**config.mk**
```make
export PLATFORM = sky130hd
export DESIGN_NAME = percent_escape_decoder_flat
export DESIGN_NICKNAME = d
export VERILOG_FILES = /design/src/ped_pkg.sv /design/src/ped_if.sv /design/src/ped_front.sv /design/src/ped_queue.sv /design/src/ped_back.sv /design/src/percent_escape_decoder.sv /design/src/flat_wrapper.sv
export SDC_FILE = /design/constraint.sdc
export NUM_CORES = 1
export LEC_CHECK = 0
export BUFFER_PORTS_ARGS = -buffer_cell sky130_fd_sc_hd__buf_2
export CAP_MARGIN = 20
export CORE_MARGIN = 3
export CORE_UTILIZATION = 30
export DETAILED_ROUTE_END_ITERATION = 10
export REMOVE_ABC_BUFFERS = 1
export SYNTH_ARGS = -nofsm -noshare
export SYNTH_HDL_FRONTEND = slang
export SYNTH_SLANG_ARGS = --single-unit
```
**constraint.sdc**
```tcl
create_clock -name i_clk -period 9.6 [get_ports i_clk]
set_clock_uncertainty 0.15 [all_clocks]
set_input_delay 0 -clock i_clk [delete_from_list [all_inputs] [get_ports i_clk]]
set_output_delay 0 -clock i_clk [all_outputs]
set_load 0.01 [all_outputs]
```
**src/ped_pkg.sv**
```systemverilog
`timescale 1ns / 1ps

package ped_pkg;

    // Character codes used by the escape scanner.
    localparam logic [7:0] CH_PERCENT = 8'h25;
    localparam logic [7:0] CH_ZERO    = 8'h30;
    localparam logic [7:0] CH_NINE    = 8'h39;
    localparam logic [7:0] CH_UPPER_A = 8'h41;
    localparam logic [7:0] CH_UPPER_F = 8'h46;
    localparam logic [3:0] HEX_TEN    = 4'd10;

    // Default depth of the command queue between the front and back ends.
    localparam int QUEUE_DEPTH_DEF = 2;

    // One command from the front end: up to three output bytes and the
    // last flag, which belongs to the final byte of the command.
    typedef struct packed {
        logic [1:0] count;
        logic [7:0] b0;
        logic [7:0] b1;
        logic [7:0] b2;
        logic       last;
    } t_cmd;

    // Decoded uppercase hex digit: valid flag and the four-bit value.
    typedef struct packed {
        logic       valid;
        logic [3:0] value;
    } t_hex;

    function automatic t_hex hex_decode(input logic [7:0] c);
        t_hex       r;
        logic [7:0] d;
        r = '0;
        d = 8'd0;
        if (c inside {[CH_ZERO:CH_NINE]}) begin
            d       = c - CH_ZERO;
            r.valid = 1'b1;
            r.value = d[3:0];
        end else if (c inside {[CH_UPPER_A:CH_UPPER_F]}) begin
            d       = c - CH_UPPER_A;
            r.valid = 1'b1;
            r.value = HEX_TEN + d[3:0];
        end
        return r;
    endfunction

endpackage

```
**src/ped_if.sv**
```systemverilog
`timescale 1ns / 1ps

// Encoded input channel.
interface ped_in_if;
    logic       valid;
    logic       ready;
    logic [7:0] in_byte;
    logic       in_last;

    modport source (output valid, output in_byte, output in_last, input ready);
    modport sink   (input valid, input in_byte, input in_last, output ready);
endinterface

// Decoded output channel.
interface ped_out_if;
    logic       valid;
    logic       ready;
    logic [7:0] out_byte;
    logic       out_last;

    modport source (output valid, output out_byte, output out_last, input ready);
    modport sink   (input valid, input out_byte, input out_last, output ready);
endinterface

```
**src/ped_front.sv**
```systemverilog
`timescale 1ns / 1ps

module ped_front (
    input  logic         i_clk,
    input  logic         i_rst_n,
    ped_in_if.sink       i_in,
    output logic         o_cmd_valid,
    input  logic         i_cmd_ready,
    output ped_pkg::t_cmd o_cmd
);
    import ped_pkg::*;

    typedef enum logic [1:0] {
        PH_IDLE,
        PH_PCT,
        PH_DIGIT
    } t_phase;

    t_phase     r_phase, n_phase;
    logic [7:0] r_held, n_held;
    logic       w_xfer;
    logic       w_emit;
    t_hex       w_hi, w_lo;

    // A byte is taken whenever the queue has room for the command it may cause.
    assign i_in.ready  = i_cmd_ready;
    assign w_xfer      = i_in.valid && i_cmd_ready;
    assign o_cmd_valid = w_xfer && w_emit;

    assign w_hi = hex_decode(r_held);
    assign w_lo = hex_decode(i_in.in_byte);

    // Classify the incoming byte against the escape state.
    always_comb begin
        n_phase    = r_phase;
        n_held     = r_held;
        w_emit     = 1'b0;
        o_cmd      = '0;
        o_cmd.last = i_in.in_last;
        case (r_phase)
            PH_PCT: begin
                if (i_in.in_last) begin
                    w_emit   = 1'b1;
                    o_cmd.count = 2'd2;
                    o_cmd.b0 = CH_PERCENT;
                    o_cmd.b1 = i_in.in_byte;
                    n_phase  = PH_IDLE;
                end else begin
                    n_held  = i_in.in_byte;
                    n_phase = PH_DIGIT;
                end
            end
            PH_DIGIT: begin
                w_emit  = 1'b1;
                n_phase = PH_IDLE;
                if (w_hi.valid && w_lo.valid) begin
                    o_cmd.count = 2'd1;
                    o_cmd.b0    = {w_hi.value, w_lo.value};
                end else begin
                    o_cmd.count = 2'd3;
                    o_cmd.b0    = CH_PERCENT;
                    o_cmd.b1    = r_held;
                    o_cmd.b2    = i_in.in_byte;
                end
            end
            default: begin
                n_phase = PH_IDLE;
                if (i_in.in_byte == CH_PERCENT && !i_in.in_last) begin
                    n_phase = PH_PCT;
                end else begin
                    w_emit      = 1'b1;
                    o_cmd.count = 2'd1;
                    o_cmd.b0    = i_in.in_byte;
                end
            end
        endcase
    end

    // Escape state advances only on a transfer.
    always_ff @(posedge i_clk) begin
        if (!i_rst_n) begin
            r_phase <= PH_IDLE;
            r_held  <= 8'd0;
        end else if (w_xfer) begin
            r_phase <= n_phase;
            r_held  <= n_held;
        end
    end

endmodule

```
**src/ped_queue.sv**
```systemverilog
`timescale 1ns / 1ps

module ped_queue #(
    parameter int DEPTH = ped_pkg::QUEUE_DEPTH_DEF
) (
    input  logic          i_clk,
    input  logic          i_rst_n,
    input  logic          i_push_valid,
    output logic          o_push_ready,
    input  ped_pkg::t_cmd i_push_cmd,
    output logic          o_pop_valid,
    input  logic          i_pop_ready,
    output ped_pkg::t_cmd o_pop_cmd
);
    import ped_pkg::*;

    localparam int PTR_W = (DEPTH > 1) ? $clog2(DEPTH) : 1;
    localparam int CNT_W = $clog2(DEPTH + 1);
    localparam logic [PTR_W-1:0] PTR_LAST = PTR_W'(DEPTH - 1);
    localparam logic [CNT_W-1:0] CNT_FULL = CNT_W'(DEPTH);

    t_cmd             r_mem [DEPTH];
    logic [PTR_W-1:0] r_wr_ptr, r_rd_ptr;
    logic [CNT_W-1:0] r_count;
    logic             w_push, w_pop;

    assign o_push_ready = (r_count != CNT_FULL);
    assign o_pop_valid  = (r_count != '0);
    assign o_pop_cmd    = r_mem[r_rd_ptr];
    assign w_push       = i_push_valid && o_push_ready;
    assign w_pop        = o_pop_valid && i_pop_ready;

    // Storage write.
    always_ff @(posedge i_clk) begin
        if (w_push) begin
            r_mem[r_wr_ptr] <= i_push_cmd;
        end
    end

    // Pointers and fill count.
    always_ff @(posedge i_clk) begin
        if (!i_rst_n) begin
            r_wr_ptr <= '0;
            r_rd_ptr <= '0;
            r_count  <= '0;
        end else begin
            if (w_push) begin
                r_wr_ptr <= (r_wr_ptr == PTR_LAST) ? '0 : r_wr_ptr + 1'b1;
            end
            if (w_pop) begin
                r_rd_ptr <= (r_rd_ptr == PTR_LAST) ? '0 : r_rd_ptr + 1'b1;
            end
            if (w_push && !w_pop) begin
                r_count <= r_count + 1'b1;
            end else if (w_pop && !w_push) begin
                r_count <= r_count - 1'b1;
            end
        end
    end

endmodule

```
**src/ped_back.sv**
```systemverilog
`timescale 1ns / 1ps

module ped_back (
    input  logic          i_clk,
    input  logic          i_rst_n,
    input  logic          i_cmd_valid,
    output logic          o_cmd_ready,
    input  ped_pkg::t_cmd i_cmd,
    ped_out_if.source     o_out
);
    import ped_pkg::*;

    logic       r_busy;
    t_cmd       r_cmd;
    logic [1:0] r_idx;
    logic       w_at_end;
    logic       w_out_xfer;

    assign w_at_end    = (r_idx == r_cmd.count - 2'd1);
    assign w_out_xfer  = o_out.valid && o_out.ready;
    assign o_cmd_ready = !r_busy || (w_out_xfer && w_at_end);

    // Output byte comes straight from the held command.
    assign o_out.valid    = r_busy;
    assign o_out.out_last = r_cmd.last && w_at_end;
    always_comb begin
        case (r_idx)
            2'd0:    o_out.out_byte = r_cmd.b0;
            2'd1:    o_out.out_byte = r_cmd.b1;
            default: o_out.out_byte = r_cmd.b2;
        endcase
    end

    // Step through the bytes of a command, loading the next one as the
    // final byte is transferred.
    always_ff @(posedge i_clk) begin
        if (!i_rst_n) begin
            r_busy <= 1'b0;
            r_idx  <= 2'd0;
        end else if (o_cmd_ready) begin
            r_busy <= i_cmd_valid;
            r_idx  <= 2'd0;
        end else if (w_out_xfer) begin
            r_idx <= r_idx + 2'd1;
        end
    end

    always_ff @(posedge i_clk) begin
        if (o_cmd_ready && i_cmd_valid) begin
            r_cmd <= i_cmd;
        end
    end

endmodule

```
**src/percent_escape_decoder.sv**
```systemverilog
`timescale 1ns / 1ps

// Percent-escape decoder. Encoded bytes enter on i_in, one per transfer, with
// in_last on the final byte of each string; decoded bytes leave on o_out with
// out_last on the final decoded byte. "%XY" with two uppercase hex digits
// becomes one byte; a bad escape passes its three bytes through, and a '%'
// among the last two bytes of a string passes through literally. The input
// takes one byte per cycle while the command queue (QUEUE_DEPTH entries) has
// room. The output side emits one byte per cycle while o_out is ready; a plain
// byte gives one output byte, a valid escape takes three input bytes for one
// output byte, and a bad escape gives three output bytes. Each command passes
// through the command queue and the back end's command register.
module percent_escape_decoder #(
    parameter int QUEUE_DEPTH = ped_pkg::QUEUE_DEPTH_DEF
) (
    input  logic      i_clk,
    input  logic      i_rst_n,
    ped_in_if.sink    i_in,
    ped_out_if.source o_out
);
    import ped_pkg::*;

    logic w_push_valid, w_push_ready;
    logic w_pop_valid, w_pop_ready;
    t_cmd w_push_cmd, w_pop_cmd;

    // Front end: scan and classify input bytes.
    ped_front u_front (
        .i_clk       (i_clk),
        .i_rst_n     (i_rst_n),
        .i_in        (i_in),
        .o_cmd_valid (w_push_valid),
        .i_cmd_ready (w_push_ready),
        .o_cmd       (w_push_cmd)
    );

    // Command queue between the two ends.
    ped_queue #(
        .DEPTH (QUEUE_DEPTH)
    ) u_queue (
        .i_clk        (i_clk),
        .i_rst_n      (i_rst_n),
        .i_push_valid (w_push_valid),
        .o_push_ready (w_push_ready),
        .i_push_cmd   (w_push_cmd),
        .o_pop_valid  (w_pop_valid),
        .i_pop_ready  (w_pop_ready),
        .o_pop_cmd    (w_pop_cmd)
    );

    // Back end: emit the bytes of each command.
    ped_back u_back (
        .i_clk       (i_clk),
        .i_rst_n     (i_rst_n),
        .i_cmd_valid (w_pop_valid),
        .o_cmd_ready (w_pop_ready),
        .i_cmd       (w_pop_cmd),
        .o_out       (o_out)
    );

    // A command from the front end is never offered to a full queue.
    a_push_fits: assert property (@(posedge i_clk) disable iff (!i_rst_n)
        w_push_valid |-> w_push_ready)
        else $error("command produced while queue full");

    // Every command carries one to three bytes.
    a_cmd_count: assert property (@(posedge i_clk) disable iff (!i_rst_n)
        w_push_valid |-> (w_push_cmd.count != 2'd0))
        else $error("empty command pushed");

    // Output is idle in the cycle after reset.
    a_reset_idle: assert property (@(posedge i_clk)
        $past(!i_rst_n) |-> !o_out.valid)
        else $error("output valid right after reset");

endmodule
```
**src/flat_wrapper.sv**
```systemverilog
// flat-port wrapper written by rule: the top's interface ports become plain ports
module percent_escape_decoder_flat import ped_pkg::*;
#(
    parameter int QUEUE_DEPTH = ped_pkg::QUEUE_DEPTH_DEF
)
  (i_clk, i_rst_n, i_in_valid, i_in_in_byte, i_in_in_last, i_in_ready, o_out_valid, o_out_out_byte, o_out_out_last, o_out_ready);
  ped_in_if i_in_i ();
  ped_out_if o_out_i ();
  input  logic i_clk;
  input  logic i_rst_n;
  input wire logic [$bits(i_in_i.valid)-1:0] i_in_valid;
  input wire logic [$bits(i_in_i.in_byte)-1:0] i_in_in_byte;
  input wire logic [$bits(i_in_i.in_last)-1:0] i_in_in_last;
  output wire logic [$bits(i_in_i.ready)-1:0] i_in_ready;
  output wire logic [$bits(o_out_i.valid)-1:0] o_out_valid;
  output wire logic [$bits(o_out_i.out_byte)-1:0] o_out_out_byte;
  output wire logic [$bits(o_out_i.out_last)-1:0] o_out_out_last;
  input wire logic [$bits(o_out_i.ready)-1:0] o_out_ready;
  assign i_in_i.valid = i_in_valid;
  assign i_in_i.in_byte = i_in_in_byte;
  assign i_in_i.in_last = i_in_in_last;
  assign i_in_ready = i_in_i.ready;
  assign o_out_valid = o_out_i.valid;
  assign o_out_out_byte = o_out_i.out_byte;
  assign o_out_out_last = o_out_i.out_last;
  assign o_out_i.ready = o_out_ready;
  percent_escape_decoder #(.QUEUE_DEPTH(QUEUE_DEPTH)) u_core (.i_clk(i_clk), .i_rst_n(i_rst_n), .i_in(i_in_i), .o_out(o_out_i));
endmodule
```
==> out/summary.txt, run 1 <==
Yosys reg bits: 98
GRT Total Usage: 0.104
Worst path arrival time: 2.56 ns
Fmax: 380 MHz
Highest-count cells in the layout ignoring fill and taps: 81 x edfxtp_1, 27 x mux2_2, 24 x nand2_1
# fillers: 1328
Initial antenna violation count: 0
Post-synth ARST share: 0
Routed WL per cell: 14.9 um
Post-Synthesis Cell Area: 4370 um^2
First-pass GRT wire length: 13100 um
Worst Max-Slew Pin Slew: 0.700 ns
Vias in the first global route: 2465
Syn Inst Count: 311
Average cell area after synthesis: 14.0 um^2
Layout cells sized above 1: 0.226
RSZ-0062 raised after global routing: false
Lkg Pwr: 1.85 nW
Library cells used by synthesis: 52
Port Buffer Count: 23
Startpoint types: flip-flop
Clk slew on worst S/H paths: 0.07 ns
DRC Markers: 0
Antenna cells: 0
I/O Pins: 24
Ranking of synthesized cells by area: edfxtp_1 56%, dfxtp_1 7.8%, mux2_2 7.0%
Critical Path RT: 9.53 ns
Post-CTS Resized: 0
Area delta synth->final: 17.1%
Die Footprint: 16000 um^2
Final wirelength: 7980 um
Drt first pass iters: 6
Post-route ant nets: 0
Top-area cell type share of the netlist area: 0.557
Top cell type by total area after synthesis: edfxtp_1
Fin worst setup slack: 6.97 ns
Crit end category: flip-flop
Post-layout nets: 375
Total power per unit cell area: 238 nW/um^2
Die width: 127 um
Hold_ws: 0.0675 ns
Clk sinks: 98
Number of synthesized flops with an enable pin: 81
Slew Limit Fails: 0
Crit-path max FO: 12
Final HPWL DP: 5420 um
Final hold vios: 0
Clk root buf: clkbuf_16
Maximum clock path buffer count: 2
Critical path class: flip-flop to flip-flop
Initial Utilization: 0.311
FP Rows: 43
CTS tree: built
Ys flop type: edfxtp_1
Setup TNS: 0 ns
Peak supply drop: 0.114 mV
Worst hold path class: primary input to flip-flop
Num CTS Buffers: 9
Die height: 127 um
Max-cap violations: 0
H-Tree Depth: 3
Crit path time final: 2.63 ns
Core ar.: 14000 um^2
Via count: 2526
Initial DRC count: 232
Period utilization: 0.274
Dpl ws: 6.96 ns
Slew headroom: 0.532
Most common cell after layout, fill and taps aside: edfxtp_1
Overflow after GRT: 0
Ys Warns: 0
Status: finished, final reports clean
Register area share after synthesis: 0.635
Pin count of the biggest net entering global routing: 30
Skew-Pair Late Insertion Delay: 0.34 ns
Avg Vias per Cell: 4.73
Routability Congestion: 0.782
Final setup fails: 0
[power breakdown]
group | total [mW] | switching [mW] | internal, mW
logic | 0.252 | 0.138 | 0.114
clock network | 0.358 | 0.154 | 0.204
registers | 0.606 | 0.0249 | 0.581
total | 1.22 | 0.316 | 0.899
[worst max-delay path: stages (launching register included)]
cell and delay, ns:
dfxtp_1 0.47, ha_1 0.22, o21bai_1 0.08, a2111oi_2 0.67, or2_2 0.25, a21oi_2 0.14, or3_1 0.39
[cell type report]
class,instances,area (um^2),share of cell area
Clock buffer,9,225,0.0441
Clock inverter,7,77.6,0.0152
Inverter,13,48.8,0.00954
Multi-Input combinational cell,188,1500,0.293
Sequential cell,98,2770,0.542
Tap cell,180,225,0.0441
Timing Repair Buffer,39,265,0.0519
[metal layers]
layer	routed length, um	global-route usage	vias to the layer above
met5	0	0	-
met3	388	0.0303	7
met4	88	0.0271	0
met1	3750	0.141	1219
met2	3750	0.164	64
li1	-	-	1236
[cell families after synthesis]
family / Yosys count / synth area share
compound gates: 46 / 0.0840
xor+xnor: 7 / 0.0140
fa+ha+maj: 13 / 0.0373
buf+inv: 25 / 0.0232
flops: 98 / 0.635
mux: 38 / 0.0948
simple gates: 84 / 0.112
[repair_timing]
item	in CTS	in global routing
setup endpoints to repair	0	0
setup buffers	0	0
endpoints found under the hold margin	45	0
hold buffers	12	0
[registers in the layout, indices dropped and copies added (netlist names)]
name	count
u_core.u_front.r_phase	2
u_core.u_back.o_out.valid	1
u_core.u_queue.r_wr_ptr	1
u_core.u_back.r_cmd	27
u_core.u_queue.r_mem	54
u_core.u_front.r_held	8
u_core.u_queue.r_count	2
u_core.u_back.r_idx	2
u_core.u_queue.r_rd_ptr	1
[path summary, 6_finish.rpt]
| path | from | endpoint | slack [ns] | cells after the start |
|---|---|---|---|---|
| worst min register to register | u_core.u_queue.r_mem[1][25] | u_core.u_back.r_cmd[25] | 0.40 | 1 |
| worst max-delay path | u_core.u_front.r_held[0] | u_core.u_queue.r_mem[0][22] | 6.97 | 6 |
| worst max register to register | u_core.u_front.r_held[0] | u_core.u_queue.r_mem[0][22] | 6.97 | 6 |
| worst min-delay path | i_in_valid | u_core.u_front.r_phase[0] | 0.07 | 4 |
[stage by stage]
stage | cells | area (um^2) | util | power [mW]
floorplan | 299 | 4310 | - | 0.784
global placement | 506 | 4690 | 0.334 | 0.866
detailed placement | 506 | 4690 | 0.334 | 0.871
CTS | 534 | 5110 | 0.364 | 1.24
global route | 534 | 5110 | 0.364 | 1.29
finish | 534 | 5110 | 0.364 | 1.22
[Yosys cell counts, types with 2 or more instances]
| cell type | instances |
|---|---|
| a2111o_1 | 2 |
| a21boi_0 | 2 |
| a21oi_1 | 2 |
| a22o_1 | 12 |
| a22oi_1 | 9 |
| a31oi_1 | 2 |
| and2_1 | 17 |
| clkbuf_1 | 10 |
| dfxtp_1 | 17 |
| edfxtp_1 | 81 |
| ha_1 | 13 |
| inv_1 | 13 |
| mux2_2 | 27 |
| mux2i_1 | 11 |
| nand2_1 | 24 |
| nand2b_1 | 6 |
| nand3_1 | 2 |
| nor2_1 | 7 |
| nor2b_1 | 9 |
| nor3b_1 | 3 |
| o21ai_0 | 3 |
| o21bai_1 | 2 |
| o22ai_1 | 2 |
| or3_1 | 2 |
| xnor2_1 | 5 |
| xor2_1 | 2 |
Note: power is estimated with default switching activity, not from simulation.
==> run 2: changes to the inputs <==
==> constraint.sdc (replaced) <==
create_clock -name i_clk -period 2.1 [get_ports i_clk]
set_clock_uncertainty 0.15 [all_clocks]
set_input_delay 0 -clock i_clk [delete_from_list [all_inputs] [get_ports i_clk]]
set_output_delay 0 -clock i_clk [all_outputs]
set_load 0.01 [all_outputs]
==> out/summary.txt, run 2 (synthesis gave the netlist of run 1 again) <==
Status: complete, but fails checks
Violations in the final reports: hold timing, setup timing
Post-layout nets: 434
Highest-count cells in the layout ignoring fill and taps: 81 x edfxtp_1, 53 x buf_4, 27 x mux2_2
Drt first pass iters: 6
Crit path time final: 2.16 ns
Final HPWL DP: 6070 um
Routability Congestion: 0.823
Top flop regs: u_core.u_queue.r_mem (54), u_core.u_back.r_cmd (27), u_core.u_front.r_held (8)
Avg Vias per Cell: 4.70
Initial Utilization: 0.311
Max-cap violations: 0
Sequential power share: 0.460
I/O Pins: 24
Final instance count without filler cells: 593
Net Switching: 1.53 mW
Hold_ws: -0.119 ns
Slew Limit Fails: 0
Maximum clock path buffer count: 2
Final wirelength: 9680 um
Startpoint types: flip-flop
Fin worst setup slack: -0.0569 ns
RSZ-0062 raised after global routing: true
Skew-Pair Late Insertion Delay: 0.34 ns
Lkg Pwr: 2.23 nW
Most common cell after layout, fill and taps aside: edfxtp_1
Clock power frac: 0.316
Final setup fails: 23
Crit-path max FO: 7
Vias in the first global route: 2828
Via count: 2790
Antenna cells: 0
Clk slew on worst S/H paths: 0.07 ns
Critical path class: flip-flop to flip-flop
Total power per unit cell area: 1030 nW/um^2
Die height: 127 um
Crit end category: flip-flop
# fillers: 1245
Worst Max-Slew Pin Slew: 0.511 ns
Core ar.: 14000 um^2
Port Buffer Count: 23
H-Tree Depth: 3
DRC Markers: 0
Combinational Power Share: 0.224
Clk sinks: 98
Routed WL per cell: 16.3 um
Die width: 127 um
Slew headroom: 0.659
Num CTS Buffers: 9
Period utilization: 1.03
Total power: 6.02 mW
Initial DRC count: 111
Placed cells: 552
Post-route ant nets: 0
FP Rows: 43
Peak supply drop: 0.664 mV
P_int: 4.48 mW
Clk root buf: clkbuf_16
Die Footprint: 16000 um^2
Layout cells sized above 1: 0.429
Worst path arrival time: 2.10 ns
CTS tree: built
Max FFs per register: 54
Fmax: 464 MHz
Pin count of the biggest net entering global routing: 30
Initial antenna violation count: 0
Most flops, register: u_core.u_queue.r_mem
Critical Path RT: 2.04 ns
Overflow after GRT: 0
Worst hold path class: primary input to flip-flop
Switch share: 0.255
GRT Total Usage: 0.118
First-pass GRT wire length: 14800 um
Final hold vios: 9
Setup TNS: -0.702 ns
Area delta synth->final: 34.3%
==> run 2: layout make-up <==
type / instances / area, um^2 / area share
inverter: 13 / 53.8 / 0.00917
timing repair buffer: 98 / 756 / 0.129
multi-input combinational: 188 / 1700 / 0.290
clock inverter: 7 / 124 / 0.0211
tap: 180 / 225 / 0.0384
clock buffer: 9 / 225 / 0.0384
sequential: 98 / 2780 / 0.474
==> run 2: critical path, stage by stage (launching register included) <==
cell and delay [ns]:
dfxtp_1 0.33, or4b_4 0.55, nor4_4 0.22, or2_4 0.20, a21oi_4 0.09, buf_6 0.15, a22o_1 0.21
==> run 2: stage by stage <==
stage                     instance area (um^2)  worst slack (ns)   util  hold slack, ns
after floorplan                           4310             -1.24      -         -0.0511
after global placement                    5060            -0.173  0.360           0.106
after detailed placement                  5060            -0.307  0.360           0.104
after CTS                                 5670           -0.0645  0.404          -0.121
after global routing                      5860            -0.106  0.418          -0.100
final                                     5860           -0.0569  0.418          -0.119
==> run 2: metal layers <==
| layer | up-vias | GRT usage | share of wire |
|---|---|---|---|
| li1 | 1351 | - | - |
| met1 | 1378 | 0.153 | 0.47 |
| met2 | 40 | 0.196 | 0.49 |
| met3 | 21 | 0.0253 | 0.022 |
| met4 | 0 | 0.0416 | 0.022 |
| met5 | - | 0 | 0 |
==> run 2: worst paths after layout <==
check,startpoint,end,slack (ns),cells after the start
max,u_core.u_front.r_held[4],u_core.u_queue.r_mem[1][15],-0.06,6
min,i_rst_n,u_core.u_queue.r_wr_ptr,-0.12,2
min reg2reg,u_core.u_back.o_out.valid,u_core.u_back.r_idx[1],0.37,2
max reg2reg,u_core.u_front.r_held[4],u_core.u_queue.r_mem[1][15],-0.06,6
==> run 2: power groups by stage <==
stage | combinational, mW | sequential (mW) | clock, mW
after floorplan | 0.717 | 2.87 | 0
after global placement | 1.27 | 2.79 | 0
after detailed placement | 1.28 | 2.81 | 0
after CTS | 1.34 | 2.77 | 1.96
after global routing | 1.50 | 2.80 | 2.01
final | 1.35 | 2.77 | 1.90
==> run 2: timing repair <==
item / in CTS / in global routing
hold buffers: 14 / 1
resized for setup: 28 / 34
buffers inserted: 2 / 8
setup endpoints to repair: 114 / 121
cloned: 0 / 1
pin swaps: 9 / 17
endpoints found under the hold margin: 29 / 11
